[config.mk]
export PLATFORM = sky130hd
export DESIGN_NAME = fsp_ctrl
export DESIGN_NICKNAME = d
export VERILOG_FILES = /design/src/sv/fsp_pkg.sv /design/src/sv/fsp_ctrl.sv
export SDC_FILE = /design/constraint.sdc
export NUM_CORES = 1
export LEC_CHECK = 0
export BUFFER_PORTS_ARGS = -buffer_cell sky130_fd_sc_hd__clkbuf_2
export CAP_MARGIN = 10
export CORE_AREA = 5 5 42 44
export DETAILED_ROUTE_END_ITERATION = 10
export DIE_AREA = 0 0 47 49
export MAX_ROUTING_LAYER = met4
export PLACE_DENSITY = 0.66
export SLEW_MARGIN = 10
export SYNTH_ARGS = -nofsm -noshare
export SYNTH_HDL_FRONTEND = slang
export SYNTH_SLANG_ARGS = --single-unit
[constraint.sdc]
create_clock -name clk -period 3.3 [get_ports clk]
set_input_delay 0.66 -clock clk [delete_from_list [all_inputs] [get_ports clk]]
set_output_delay 0.66 -clock clk [all_outputs]
set_load 0.05 [all_outputs]
[src/sv/fsp_pkg.sv]
// Shared types and constants of the fixed slot pool allocator.
// Used by the controller, the datapath and the top level; depends on nothing.
`default_nettype none

package fsp_pkg;

  localparam int ADDR_W     = 32;
  localparam int CNT_W      = 11;
  localparam int SIZE_W     = 16;
  localparam int QUO_W      = 11;
  localparam int DVS_W      = SIZE_W + QUO_W;
  localparam int STEP_W     = 4;
  localparam int CFG_IDX_W  = 2;

  localparam logic [ADDR_W-1:0] POOL_BASE_RESET  = 32'd0;
  localparam logic [CNT_W-1:0]  SLOT_COUNT_RESET = 11'd1024;
  localparam logic [SIZE_W-1:0] SLOT_SIZE_RESET  = 16'd64;

  localparam logic FUNC_ACQUIRE = 1'b0;
  localparam logic FUNC_RELEASE = 1'b1;

  typedef enum logic [CFG_IDX_W-1:0] {
    CFG_POOL_BASE  = 2'd0,
    CFG_SLOT_COUNT = 2'd1,
    CFG_SLOT_SIZE  = 2'd2
  } cfg_reg_t;

  typedef enum logic [2:0] {
    ST_OK       = 3'd0,
    ST_EMPTY    = 3'd1,
    ST_RANGE    = 3'd2,
    ST_MISALIGN = 3'd3,
    ST_FULL     = 3'd4
  } status_t;

  // Outcome that the controller hands to the datapath when an item retires.
  typedef enum logic [2:0] {
    RES_ACQ_OK,
    RES_EMPTY,
    RES_RANGE,
    RES_MISALIGN,
    RES_FULL,
    RES_REL_OK
  } res_t;

  typedef enum logic [2:0] {
    S_IDLE,
    S_DECODE,
    S_ACQ_ADD,
    S_DIV,
    S_REL_END
  } state_t;

  typedef struct packed {
    logic                func;
    logic [ADDR_W-1:0]   release_address;
  } req_item_t;

  typedef struct packed {
    logic [ADDR_W-1:0]   slot_address;
    logic [2:0]          status;
    logic [CNT_W-1:0]    free_count;
  } rsp_item_t;

  typedef struct packed {
    logic capture;
    logic acq_mul;
    logic div_step;
    logic finish;
    res_t res;
  } dp_cmd_t;

  typedef struct packed {
    logic func_rel;
    logic top_zero;
    logic out_of_range;
    logic div_last;
    logic rem_zero;
    logic stack_full;
  } dp_status_t;

endpackage

`default_nettype wire

[src/sv/fsp_ctrl.sv]
// Sequencing state machine of the slot pool: handshakes and datapath commands.
// Depends on fsp_pkg for the state, command and status types.
`default_nettype none

module fsp_ctrl
  import fsp_pkg::*;
(
  input  wire logic       clk,
  input  wire logic       rst,
  input  wire logic       req_valid,
  output logic            req_ready,
  output logic            rsp_valid,
  input  wire logic       rsp_ready,
  input  wire dp_status_t status,
  output dp_cmd_t         cmd
);

  state_t state, state_next;
  logic   out_free;

  // The result register may be loaded when empty or when its transfer happens now.
  assign out_free = !rsp_valid || rsp_ready;

  always_ff @(posedge clk) begin
    if (rst) begin
      state     <= S_IDLE;
      rsp_valid <= 1'b0;
    end else begin
      state <= state_next;
      if (cmd.finish) begin
        rsp_valid <= 1'b1;
      end else if (rsp_ready) begin
        rsp_valid <= 1'b0;
      end
    end
  end

  always_comb begin
    state_next   = state;
    req_ready    = 1'b0;
    cmd.capture  = 1'b0;
    cmd.acq_mul  = 1'b0;
    cmd.div_step = 1'b0;
    cmd.finish   = 1'b0;
    cmd.res      = RES_ACQ_OK;
    unique case (state)
      S_IDLE: begin
        req_ready = 1'b1;
        if (req_valid) begin
          cmd.capture = 1'b1;
          state_next  = S_DECODE;
        end
      end
      S_DECODE: begin
        if (!status.func_rel) begin
          if (status.top_zero) begin
            if (out_free) begin
              cmd.finish = 1'b1;
              cmd.res    = RES_EMPTY;
              state_next = S_IDLE;
            end
          end else begin
            cmd.acq_mul = 1'b1;
            state_next  = S_ACQ_ADD;
          end
        end else if (status.out_of_range) begin
          if (out_free) begin
            cmd.finish = 1'b1;
            cmd.res    = RES_RANGE;
            state_next = S_IDLE;
          end
        end else begin
          state_next = S_DIV;
        end
      end
      S_ACQ_ADD: begin
        if (out_free) begin
          cmd.finish = 1'b1;
          cmd.res    = RES_ACQ_OK;
          state_next = S_IDLE;
        end
      end
      S_DIV: begin
        cmd.div_step = 1'b1;
        if (status.div_last) begin
          state_next = S_REL_END;
        end
      end
      S_REL_END: begin
        if (out_free) begin
          cmd.finish = 1'b1;
          priority if (!status.rem_zero) begin
            cmd.res = RES_MISALIGN;
          end else if (status.stack_full) begin
            cmd.res = RES_FULL;
          end else begin
            cmd.res = RES_REL_OK;
          end
          state_next = S_IDLE;
        end
      end
      default: begin
        state_next = S_IDLE;
      end
    endcase
  end

endmodule

`default_nettype wire

After elaboration in Yosys (flattened, before gate mapping)
Cells that the tools add are included.

Multiplexer cells: 26. Equal/unequal tests: 6. Reduce and logical (&&, ||, !) cells: 6.

Operators with widths (number): $mux W4 (7); $mux W3 (7); $pmux W3 S4 (1); $pmux W4 S3 (1); $mux W1 (10); $eq A3 B2 Y1 const B (2); $ne A2 B2 Y1 const B (2); $eq A3 B1 Y1 const B (1); $eq A3 B3 Y1 const B (1); $logic_not A3 Y1 (1); $reduce_and A2 Y1 (1); $reduce_bool A2 Y1 (1); $reduce_or A2 Y1 (1); $logic_not A1 Y1 (1); $logic_or A1 B1 Y1 (1).

Word-level logic and storage cells: 40. Bits of input ports: 10. Register bits after elaboration: 4.

Logic depth before layout (Yosys ltp)
Gate-level depths: netlist of the first run.

Depth in word-level cells: 7. Mapped depth: 4. Depth with buffers taken out: 3.

Least setup slack after synthesis of the first run
No wires, ideal clock.

Path kind: register to output. Start point: register state[0]. End point: output port cmd[0] in the netlist's numbering. Cell stages (with the launch flop): 5. Path slack: 740 ps. Data required time: 2640 ps. Arrival time: 1900 ps. Cell sequence: dfxtp_1 > buf_2 > nor2b_1 > a32oi_1 > nor3_1.

RTL lines: from (decl) (line fsp_ctrl.sv:18) `state_t state, state_next;`; from (signal assigned) (line fsp_ctrl.sv:29) `state <= state_next;`; to (decl) (line fsp_ctrl.sv:15) `output dp_cmd_t cmd`.

==> qor.log, run 1 <==
INFO  floorplanning  boundaryPins=19
INFO  clock_network  htree_num_levels=1
INFO  critical_path  worst_path_max_delay_cell=sky130_fd_sc_hd__a221oi_1
INFO  critical_path  path_common_cell=sky130_fd_sc_hd__clkbuf_2
INFO  critical_path  critical_path.reg2reg.startpoint=state[0]
INFO  sta            maxSlewHeadroom=68.31%
INFO  place          port_buffers=18
INFO  layout         finish.instance_area=494.2um2
INFO  floorplanning  core_area=1401um2
INFO  critical_path  crit-reg2reg-capture=state[0]
INFO  sta            max_freq=414.1MHz
INFO  floorplanning  die-width=47um
INFO  clock_network  clkSlewWorstSetupHoldPaths=0.03ns
INFO  layout         area.growth.synth_to_final=29.09%
INFO  drt            routedWlPerCell=11.89um
INFO  sta            post-route-min-period=2.415ns
INFO  layout         drive_gt1_share=40.63%
INFO  yosys          synth-main-ff-cell=sky130_fd_sc_hd__dfxtp_1
INFO  critical_path  critPathRequiredTime=2.64ns
INFO  drt            drc_errors=0
INFO  critical_path  critPathMaxStageDelay=0.32ns
INFO  yosys          synthesis.nets=56
INFO  place          detailedPlacementHpwl=744.4um
INFO  clock_network  cts_tree=done
INFO  global_routing grt_start_max_net_pins=14
INFO  critical_path  crit_type=in2out
INFO  layout         fin_cells=80
INFO  pwr            max-vdd-ir-drop=0.1588mV
INFO  critical_path  critical_path.startpoint_type=input port
INFO  yosys          synthesis.yosys.warnings=0
INFO  drt            detail_route.first_pass.iterations=4
INFO  sta            setup_viol=0
INFO  sta            final.setup.tns=0ns
INFO  sta            post-route-period-util=73.18%
INFO  sta            rsz_0062_raised_after_global_routing=false
INFO  floorplanning  initial_utilization=27.32%
INFO  yosys          synth-seq-area-share=20.92%
INFO  yosys          top_cells_by_area_in_the_synthesized_netlist=sky130_fd_sc_hd__dfxtp_1 (21%), sky130_fd_sc_hd__a32oi_1 (6.9%), sky130_fd_sc_hd__nor3b_1 (5.9%), sky130_fd_sc_hd__nor2_1 (4.9%), sky130_fd_sc_hd__nor2b_1 (4.9%)
INFO  critical_path  critical_path.max_fanout=6
INFO  status         outcome=completed
INFO  critical_path  worst-endpoint-arrival=1.75ns
INFO  layout         fillCellCount=155
INFO  global_routing grt_pass1_vias=349
INFO  critical_path  worst_r2r_path_depth=3
INFO  place          placed_area=471.7um2
INFO  layout         num-nets-final=76
INFO  global_routing grt-ovfl-total=0
INFO  clock_network  ctsHoldBuffers=0
INFO  global_routing gr-usage-all-layers=9.019%
INFO  sta            drv_slew=0
INFO  floorplanning  die_height=49um
INFO  clock_network  clock_sink_count=4
INFO  floorplanning  num_rows=14
INFO  layout         multi_input_area=274.0um2
INFO  yosys          post_synth_num_cell_types=25
INFO  clock_network  cts_inserted_buffers=3
INFO  critical_path  worst_path_dominant_cell_family=buffers and inverters
INFO  drt            routed_wirelength=951um
INFO  yosys          most_numerous_cell_in_the_yosys_netlist=sky130_fd_sc_hd__nor2_1
INFO  drt            ant_nets=0
INFO  yosys          synthDominantAreaCellType=sky130_fd_sc_hd__dfxtp_1
INFO  place          placedCellCount=77
INFO  layout         antennaDiodeCount=0
INFO  critical_path  critPathBufInv=2
INFO  yosys          yosys-top-cells-count=sky130_fd_sc_hd__nor2_1 (5), sky130_fd_sc_hd__dfxtp_1 (4), sky130_fd_sc_hd__a32oi_1 (3), sky130_fd_sc_hd__nor2b_1 (3), sky130_fd_sc_hd__nor3b_1 (3)
INFO  yosys          synth_edf_count=0
INFO  yosys          synth.ff_latch_count=4
INFO  clock_network  ctsRootBufferMaster=sky130_fd_sc_hd__clkbuf_4
INFO  global_routing wire_length_of_the_first_global_routing_pass=1.531mm
INFO  global_routing number_of_antenna_violations_at_the_first_check_in_global_routing=0
INFO  pwr            standby_leakage_power=0.2326nW
INFO  min_path       whs_path_depth=2
INFO  place          finalWeightedCongestion=0.7495
INFO  flow_run       maxCapViolCount=0
INFO  critical_path  crit_path_cell_trace=clkbuf_2 -> mux2_4 -> a221oi_1 -> nor2_1 -> clkbuf_2
INFO  clock_network  post_cts_resized=0
INFO  drt            via_cell_ratio=4.925
INFO  critical_path  worst-r2r-setup-slack=1.84ns
INFO  sta            worst_pin_slew=0.4748ns
INFO  clock_network  clock_path_buffers=2
INFO  yosys          mappedNetlistArea=382.9um2
INFO  pwr            cellPowerDensity=349.0nW/um2
INFO  min_path       min_delay_worst_endpoint=rsp_valid
INFO  clock_network  number_of_buffers_added_for_setup_after_cts=0
INFO  layout         seq_area=80.08um2
INFO  drt            routed-via-count=394
INFO  drt            detailedRoute.firstIterationViolations=8
INFO  min_path       worst_hold_path_type=reg2reg
INFO  sta            final-hold-violation-count=0
INFO  critical_path  end_kind=output port
INFO  min_path       min_from=rsp_valid
INFO  yosys          number_of_cells_produced_by_synthesis=46
INFO  floorplanning  die_area=2303um2
INFO  sta            maximum_clock_skew_at_final_layout=0.003611ns
INFO  clock_network  clock_latency=0.23ns
INFO  yosys          synth-async-reset-ratio=0%
INFO  yosys          netlist.area_leader.share=20.92%
INFO  yosys          syn_area_per_cell=8.323um2
==> cell type report <==
class / count / area share [%]
well taps: 16 / 4.051
repair buffers: 18 / 18.23
multi-input cells: 37 / 55.44
clock buffers: 3 / 4.557
flip-flops and latches: 4 / 16.20
inverters: 2 / 1.519
==> registers in the layout, summed over array words and instances (netlist names) <==
| name | cells |
|---|---|
| rsp_valid | 1 |
| state | 3 |
==> cell usage in the layout, fill, tap and decap left out <==
master                      instances
sky130_fd_sc_hd__clkbuf_2          18
sky130_fd_sc_hd__a2111oi_2          1
sky130_fd_sc_hd__nand3_1            1
sky130_fd_sc_hd__a21oi_1            2
sky130_fd_sc_hd__nand2b_1           1
sky130_fd_sc_hd__and3b_1            2
sky130_fd_sc_hd__nor3b_1            3
sky130_fd_sc_hd__nor3b_4            1
sky130_fd_sc_hd__o221ai_1           1
sky130_fd_sc_hd__a221oi_1           2
sky130_fd_sc_hd__nor3_2             1
sky130_fd_sc_hd__o21ai_0            2
sky130_fd_sc_hd__clkbuf_4           3
sky130_fd_sc_hd__nor2b_1            3
sky130_fd_sc_hd__nand2b_4           1
sky130_fd_sc_hd__nand2_1            1
sky130_fd_sc_hd__and3_1             1
sky130_fd_sc_hd__and2_1             2
sky130_fd_sc_hd__a32oi_1            3
sky130_fd_sc_hd__nor2_1             5
sky130_fd_sc_hd__mux2_4             1
sky130_fd_sc_hd__o21bai_1           1
sky130_fd_sc_hd__inv_1              2
sky130_fd_sc_hd__nor3_1             2
sky130_fd_sc_hd__dfxtp_1            4
==> kinds of logic after synthesis <==
kind of cell	synth area share [%]
AOI/OAI and AO/OA	24.84
buffers and inverters	7.517
DFF	20.92
muxes	3.920
and+or+nand+nor	42.81
==> power breakdown <==
| group | internal, mW | total, mW | leakage [nW] | switching (mW) |
|---|---|---|---|---|
| clock | 0.0406 | 0.0588 | 0.0138 | 0.0182 |
| combinational | 0.0204 | 0.0576 | 0.186 | 0.0372 |
| sequential | 0.0508 | 0.0561 | 0.0326 | 0.00523 |
| total | 0.112 | 0.172 | 0.233 | 0.0606 |
==> routing by layer <==
layer	vias up	global-route usage [%]	share of wire (%)
met3	0	3.321	3.7
met2	10	12.90	48
met5	-	-	0
met1	175	11.62	48
met4	0	2.765	0
li1	209	-	-
==> per-stage QoR <==
step | power [mW] | setup slack, ns | util (%) | hold WS, ns
after floorplan | 0.09788 | 0.7398 | - | 0.6164
after global placement | 0.1144 | 0.8865 | 33.66 | 0.5102
after detailed placement | 0.1146 | 0.8688 | 33.66 | 0.5197
after CTS | 0.1770 | 0.8726 | 35.27 | 0.5254
after global routing | 0.1907 | 0.7656 | 35.27 | 0.5527
final | 0.1725 | 0.8851 | 35.27 | 0.5171
==> worst register-to-register path, delay by kind of cell, from the launching register on <==
kind | cells | cell delay [ns]
DFF | 1 | 0.55
AOI/OAI and AO/OA | 2 | 0.45
and+or+nand+nor | 1 | 0.37
==> worst max-delay path by stage <==
stage / startpoint / endpoint / depth (start not counted)
after global placement: status[5] / cmd[3] / 5
after global routing: state[0] / cmd[1] / 4
final: status[5] / cmd[3] / 5
after CTS: status[5] / cmd[3] / 5
after floorplan: state[0] / cmd[0] / 4
after detailed placement: status[5] / cmd[3] / 5
(Power assumes the default switching activity.)
==> inputs of run 2 (changes only) <==
Clock period 3.3 ns to 2.3 ns, I/O delays scaled along.
==> qor.log, run 2 (synthesis results as in run 1) <==
INFO  global_routing number_of_antenna_violations_at_the_first_check_in_global_routing=0 [unchanged]
INFO  sta            maxSlewHeadroom=65.95% [-2.4 points]
INFO  drt            via_cell_ratio=5.100 [+3.6%]
INFO  clock_network  number_of_buffers_added_for_setup_after_cts=0 [unchanged]
INFO  pwr            totalPowerFinal=247.3uW [+43%]
INFO  pwr            max-vdd-ir-drop=0.2397mV [+51%]
INFO  drt            wl_met1=401um [-12%]
INFO  critical_path  crit_type=reg2out
INFO  sta            worst_pin_slew=0.5101ns [+0.03532 ns]
INFO  status         outcome=completed
INFO  sta            final-hold-violation-count=0 [unchanged]
INFO  flow_run       maxCapViolCount=0 [unchanged]
INFO  floorplanning  boundaryPins=19 [unchanged]
INFO  drt            detailroute.wirelength.met2=474um [+3.5%]
INFO  min_path       worst_hold_path_type=in2reg
INFO  global_routing wire_length_of_the_first_global_routing_pass=1.518mm [-0.85%]
INFO  sta            setup_viol=0 [unchanged]
INFO  layout         area.growth.synth_to_final=33.01%
INFO  min_path       min_from=rst
INFO  critical_path  crit_path_start=state[0]
INFO  floorplanning  die_area=2303um2 [unchanged]
INFO  sta            max_freq=465.7MHz
INFO  sta            final.setup.tns=0ns [unchanged]
INFO  clock_network  htree_num_levels=1 [unchanged]
INFO  global_routing grt_pass1_vias=375 [+7.4%]
INFO  place          finalWeightedCongestion=0.7466 [-0.39%]
INFO  sta            finalHoldWorstSlack=0.4616ns [-0.05551 ns]
INFO  critical_path  end_kind=output port
INFO  drt            drc_errors=0 [unchanged]
INFO  clock_network  clock_latency=0.23ns [about the same]
INFO  pwr            cellPowerDensity=485.6nW/um2 [+39%]
INFO  critical_path  critical_path.startpoint_type=flip-flop
INFO  clock_network  ctsRootBufferMaster=sky130_fd_sc_hd__clkbuf_4
INFO  layout         leading_cell_type_in_the_layout_fill_and_taps_excluded=sky130_fd_sc_hd__clkbuf_2
INFO  drt            routed_wirelength=937um [-1.5%]
INFO  clock_network  clock_sink_count=4 [unchanged]
INFO  layout         reg_top3=state x3, rsp_valid x1
INFO  layout         commonest_cells_after_routing_fill_and_taps_aside=sky130_fd_sc_hd__clkbuf_2 (18), sky130_fd_sc_hd__nor2_1 (5), sky130_fd_sc_hd__dfxtp_1 (4)
INFO  drt            met3_wire_len=62um [+77%]
INFO  clock_network  cts_tree=done
INFO  critical_path  worst_r2r_path_depth=3 [unchanged]
INFO  critical_path  critical_path.reg2reg.startpoint=state[0]
INFO  layout         largest_register_ff_count=3 [unchanged]
INFO  sta            maximum_clock_skew_at_final_layout=0.003855ns [+0.0002435 ns]
INFO  critical_path  critical_path.max_fanout=13 [+7]
INFO  sta            post-route-period-util=93.35%
INFO  global_routing grt-ovfl-total=0 [unchanged]
INFO  clock_network  clock_path_buffers=2 [unchanged]
INFO  layout         num-nets-final=76 [unchanged]
INFO  layout         drive_gt1_share=45.31% [+4.7 points]
INFO  drt            routed-via-count=408 [+3.6%]
INFO  drt            top_layer=met3
INFO  global_routing grt_start_max_net_pins=14 [unchanged]
INFO  floorplanning  core_area=1401um2 [unchanged]
INFO  place          port_buffers=18 [unchanged]
INFO  pwr            standby_leakage_power=0.2430nW [+4.5%]
INFO  sta            post-route-min-period=2.147ns
INFO  floorplanning  initial_utilization=27.32% [unchanged]
INFO  global_routing gr-usage-all-layers=8.802% [-0.22 points]
INFO  layout         top_register=state
INFO  clock_network  post_cts_resized=0 [unchanged]
INFO  floorplanning  die-width=47um [unchanged]
INFO  sta            rsz_0062_raised_after_global_routing=false
INFO  clock_network  clkSlewWorstSetupHoldPaths=0.04ns [about the same]
INFO  floorplanning  num_rows=14 [unchanged]
INFO  critical_path  crit-reg2reg-capture=state[1]
INFO  drt            routedWlPerCell=11.71um [-1.5%]
INFO  clock_network  cts_inserted_buffers=3 [unchanged]
INFO  layout         antennaDiodeCount=0 [unchanged]
INFO  critical_path  worst-endpoint-arrival=1.69ns [-0.06 ns]
INFO  critical_path  crit_path_end=cmd[3]
INFO  drt            ant_nets=0 [unchanged]
INFO  critical_path  worst-r2r-setup-slack=0.88ns [-0.96 ns]
INFO  critical_path  critPathRequiredTime=1.84ns [-0.80 ns]
INFO  floorplanning  die_height=49um [unchanged]
INFO  clock_network  ctsHoldBuffers=0 [unchanged]
INFO  sta            drv_slew=0 [unchanged]
INFO  drt            detailedRoute.firstIterationViolations=2 [-6]
INFO  drt            detail_route.first_pass.iterations=4 [unchanged]
-- run 2: cell count changes in the layout (fill, tap and decap cells not counted) --
| cell | previous run | this run |
|---|---|---|
| sky130_fd_sc_hd__nor3b_2 | 0 | 1 |
| sky130_fd_sc_hd__nor3_1 | 2 | 0 |
| sky130_fd_sc_hd__nor3_2 | 1 | 3 |
| sky130_fd_sc_hd__nor3b_1 | 3 | 2 |
-- run 2: final cells by class --
cell class | count | area [um2]
repair buffers | 18 | 90.09
flip-flops and latches | 4 | 80.08
fillers | 157 | 892.1
inverters | 2 | 7.507
clock buffers | 3 | 22.52
well taps | 16 | 20.02
multi-input cells | 37 | 289.0
-- run 2: worst max-delay path, cell delays in order (launching register included) --
cell	delay, ns
sky130_fd_sc_hd__dfxtp_1	0.55
sky130_fd_sc_hd__nor3b_4	0.35
sky130_fd_sc_hd__a221oi_1	0.14
sky130_fd_sc_hd__nor2_1	0.13
sky130_fd_sc_hd__clkbuf_2	0.29
-- run 2: power breakdown --
part | switching [mW] | total [mW] | internal (mW)
Sequential | 0.00744 | 0.0804 | 0.0729
Combinational | 0.0539 | 0.0837 | 0.0298
Clock | 0.0251 | 0.0832 | 0.0581
Total | 0.0864 | 0.247 | 0.161
-- run 2: through the flow --
| step | instance area [um2] | util, % | worst slack (ns) | std cells |
|---|---|---|---|---|
| final | 509.2 | 36.34 | 0.1529 | 80 |
| after detailed placement | 486.7 | 34.73 | 0.2231 | 77 |
| after floorplan | 397.9 | - | 0.07561 | 46 |
| after CTS | 509.2 | 36.34 | 0.1233 | 80 |
| after global placement | 486.7 | 34.73 | 0.2706 | 77 |
| after global routing | 509.2 | 36.34 | 0.01302 | 80 |
-- run 2: worst min-delay path by stage --
stage / slack (ns) / end / depth (start not counted)
final: 0.46 / rsp_valid / 2
after CTS: 0.46 / rsp_valid / 2
after detailed placement: 0.51 / rsp_valid / 2
after global placement: 0.51 / rsp_valid / 2
after global routing: 0.47 / rsp_valid / 2
after floorplan: 0.53 / rsp_valid / 1
-- run 2: layer usage --
metal / vias to the layer above / global-route usage, %
met3: 0 / 1.476
met5: - / -
met2: 12 / 12.67
met4: 0 / 4.147
met1: 187 / 11.62
li1: 209 / -
==> inputs of run 3 (changes only) <==
Settings changed: ABC_AREA set to 1, CTS_CLUSTER_DIAMETER set to 150, PLACE_DENSITY 0.66 to 0.63.
Clock period 2.3 ns to 2.7 ns, I/O delays scaled along.
==> qor.log, run 3 <==
INFO  clock_network  htree_num_levels=1 [unchanged]
INFO  layout         commonest_cells_after_routing_fill_and_taps_aside=sky130_fd_sc_hd__clkbuf_2 (18), sky130_fd_sc_hd__nand2_1 (16), sky130_fd_sc_hd__inv_1 (13), sky130_fd_sc_hd__nor2_1 (10), sky130_fd_sc_hd__nand3_1 (5)
INFO  drt            routed-via-count=449 [+10%]
INFO  floorplanning  boundaryPins=19 [unchanged]
INFO  critical_path  critPathRequiredTime=2.16ns [+0.32 ns]
INFO  status         outcome=completed
INFO  floorplanning  die-width=47um [unchanged]
INFO  drt            via_cell_ratio=4.490 [-12%]
INFO  yosys          synth.ff_latch_count=4 [unchanged]
INFO  yosys          post_synth_num_cell_types=15 [-40%]
INFO  layout         multi_input_area=205.2um2 [-29%]
INFO  min_path       min_delay_worst_endpoint=state[2]
INFO  critical_path  critical_path.startpoint_type=flip-flop
INFO  place          port_buffers=18 [unchanged]
INFO  global_routing grt-ovfl-total=0 [unchanged]
INFO  min_path       worst_hold_path_type=in2reg
INFO  yosys          netlist.area_leader.share=23.70% [+2.8 points]
INFO  critical_path  worst-endpoint-arrival=1.48ns [-0.21 ns]
INFO  floorplanning  die_height=49um [unchanged]
INFO  floorplanning  num_rows=14 [unchanged]
INFO  layout         finish.utilization=33.57% [-2.8 points]
INFO  yosys          most_numerous_cell_in_the_yosys_netlist=sky130_fd_sc_hd__nand2_1
INFO  clock_network  clock_latency=0.24ns [about the same]
INFO  clock_network  post_cts_resized=0 [unchanged]
INFO  layout         largest_register_ff_count=3 [unchanged]
INFO  min_path       whs_path_depth=2 [unchanged]
INFO  pwr            cellPowerDensity=477.4nW/um2 [-1.7%]
INFO  clock_network  clkSlewWorstSetupHoldPaths=0.04ns [about the same]
INFO  critical_path  worst-r2r-setup-slack=1.63ns [+0.75 ns]
INFO  floorplanning  initial_utilization=24.11% [-3.2 points]
INFO  floorplanning  core_area=1401um2 [unchanged]
INFO  place          finalWeightedCongestion=0.7219 [-3.3%]
INFO  flow_run       maxCapViolCount=0 [unchanged]
INFO  drt            detailedRoute.firstIterationViolations=3 [+1]
INFO  global_routing grt_busiest_layer=met2
INFO  layout         seq_area=80.08um2 [unchanged]
INFO  layout         fillCellCount=169 [+7.6%]
INFO  global_routing grt_pass1_vias=378 [+0.80%]
INFO  global_routing wire_length_of_the_first_global_routing_pass=1.469mm [-3.2%]
INFO  yosys          synth-seq-area-share=23.70% [+2.8 points]
INFO  drt            detail_route.first_pass.iterations=4 [unchanged]
INFO  drt            routed_wirelength=908um [-3.1%]
INFO  global_routing globalRouteMet2Util=11.99% [-0.68 points]
INFO  drt            drc_errors=0 [unchanged]
INFO  yosys          yosys-top-cells-count=sky130_fd_sc_hd__nand2_1 (16), sky130_fd_sc_hd__inv_1 (13), sky130_fd_sc_hd__nor2_1 (10)
INFO  sta            final-hold-violation-count=0 [unchanged]
INFO  drt            routedWlPerCell=9.080um [-22%]
INFO  layout         top_register=state
INFO  clock_network  ctsHoldBuffers=0 [unchanged]
INFO  sta            post-route-period-util=74.96%
INFO  critical_path  worst_r2r_path_depth=7 [+4]
INFO  yosys          synthesis.yosys.warnings=0 [unchanged]
INFO  yosys          top_cells_by_area_in_the_synthesized_netlist=sky130_fd_sc_hd__dfxtp_1 (24%), sky130_fd_sc_hd__nand2_1 (18%), sky130_fd_sc_hd__inv_1 (14%), sky130_fd_sc_hd__nor2_1 (11%), sky130_fd_sc_hd__nand3_1 (7.4%)
INFO  sta            setup_viol=0 [unchanged]
INFO  layout         area.growth.synth_to_final=39.26%
INFO  yosys          syn_area_per_cell=5.362um2 [-36%]
INFO  clock_network  cts_tree=done
INFO  sta            worst_pin_slew=0.2791ns [-0.2310 ns]
INFO  critical_path  critical_path.max_fanout=4 [-9]
INFO  sta            post-route-min-period=2.024ns
INFO  sta            maximum_clock_skew_at_final_layout=0.004590ns [+0.0007358 ns]
INFO  yosys          synthDominantAreaCellType=sky130_fd_sc_hd__dfxtp_1
INFO  layout         num-nets-final=96 [+26%]
INFO  clock_network  clock_path_buffers=2 [unchanged]
INFO  sta            finalHoldWorstSlack=0.4869ns [+0.02529 ns]
INFO  global_routing grt_use_met1=11.35% [-0.27 points]
INFO  layout         drive_gt1_share=29.76% [-16 points]
INFO  sta            rsz_0062_raised_after_global_routing=false
INFO  critical_path  crit_type=reg2out
INFO  sta            drv_slew=0 [unchanged]
INFO  sta            final.setup.tns=0ns [unchanged]
INFO  place          detailedPlacementHpwl=785.6um
INFO  global_routing gr-usage-all-layers=8.862% [+0.059 points]
INFO  yosys          synth-async-reset-ratio=0% [unchanged]
INFO  clock_network  number_of_buffers_added_for_setup_after_cts=0 [unchanged]
INFO  sta            maxSlewHeadroom=81.47% [+16 points]
INFO  clock_network  clock_sink_count=4 [unchanged]
INFO  pwr            standby_leakage_power=0.2948nW [+21%]
INFO  critical_path  end_kind=output port
INFO  drt            ant_nets=0 [unchanged]
INFO  clock_network  cts_inserted_buffers=3 [unchanged]
INFO  global_routing number_of_antenna_violations_at_the_first_check_in_global_routing=0 [unchanged]
INFO  critical_path  critical_path.reg2reg.startpoint=state[2]
INFO  yosys          synthesis.nets=73 [+30%]
INFO  global_routing grt_start_max_net_pins=7 [-7]
INFO  yosys          number_of_cells_produced_by_synthesis=63 [+37%]
INFO  critical_path  crit-reg2reg-capture=state[1]
INFO  layout         reg_top3=state x3, rsp_valid x1
INFO  yosys          synth_edf_count=0 [unchanged]
INFO  yosys          synth-main-ff-cell=sky130_fd_sc_hd__dfxtp_1
INFO  pwr            max-vdd-ir-drop=0.2439mV [+1.8%]
INFO  yosys          mappedNetlistArea=337.8um2 [-12%]
INFO  layout         leading_cell_type_in_the_layout_fill_and_taps_excluded=sky130_fd_sc_hd__clkbuf_2
INFO  floorplanning  die_area=2303um2 [unchanged]
INFO  pwr            totalPowerFinal=224.6uW [-9.2%]
INFO  layout         antennaDiodeCount=0 [unchanged]
INFO  sta            max_freq=494.1MHz
INFO  global_routing global_routing_usage_on_met3=5.535% [+4.1 points]
INFO  min_path       min_from=rst
INFO  clock_network  ctsRootBufferMaster=sky130_fd_sc_hd__clkbuf_4
[run 3: cell count changes after synthesis, sizes merged, moves of 3 or more]
cell | before | now
nor3b | 4 | 0
nor2b | 3 | 0
nand2 | 1 | 17
inv | 2 | 14
buf | 3 | 0
a32oi | 3 | 0
nor2 | 5 | 11
nand3 | 1 | 5
[run 3: logic make-up after synthesis]
group           share of synthesized area (%)
flops                                   23.70
compound gates                          11.11
simple gates                            49.63
buf+inv                                 15.56
[run 3: area by class of cell]
type                            instances  area share [%]
Clock buffer                            3           4.787
Inverter                               14           11.17
Multi-Input combinational cell         45           43.62
Sequential cell                         4           17.02
Tap cell                               16           4.255
Timing Repair Buffer                   18           19.15
[run 3: worst max-delay path, cell delays in order (launching register included)]
cell	delay, ns
sky130_fd_sc_hd__dfxtp_1	0.32
sky130_fd_sc_hd__inv_1	0.12
sky130_fd_sc_hd__nand2_2	0.10
sky130_fd_sc_hd__nor2_1	0.20
sky130_fd_sc_hd__nand2_1	0.10
sky130_fd_sc_hd__o21ai_1	0.12
sky130_fd_sc_hd__clkbuf_2	0.29
[run 3: worst max path at each step]
stage / startpoint / endpoint / cells past startpoint
final: state[0] / cmd[1] / 6
after global routing: state[2] / cmd[3] / 6
after CTS: state[0] / cmd[1] / 6
after detailed placement: rsp_ready / cmd[3] / 6
after global placement: rsp_ready / cmd[3] / 6
after floorplan: req_valid / cmd[6] / 2
[run 3: metal layers]
layer	wire, um	vias up	share of wire [%]
met5	0	-	0
met4	0	0	0
met3	126	0	14
met2	386	22	43
met1	396	185	44
li1	-	242	-
[run 3: per-stage QoR]
stage	worst slack, ns	instances	area (um2)
finish	0.6762	100	470.5
global route	0.5639	100	470.5
CTS	0.6763	100	470.5
detailed placement	0.7619	97	447.9
global placement	0.7852	97	447.9
floorplan	0.5110	63	337.8
[run 3: power by group]
group          leakage (nW)  switching (mW)  internal [mW]
Sequential           0.0327         0.00341         0.0633
Clock                0.0138          0.0247         0.0497
Combinational         0.248          0.0613         0.0221
Total                 0.295          0.0894          0.135
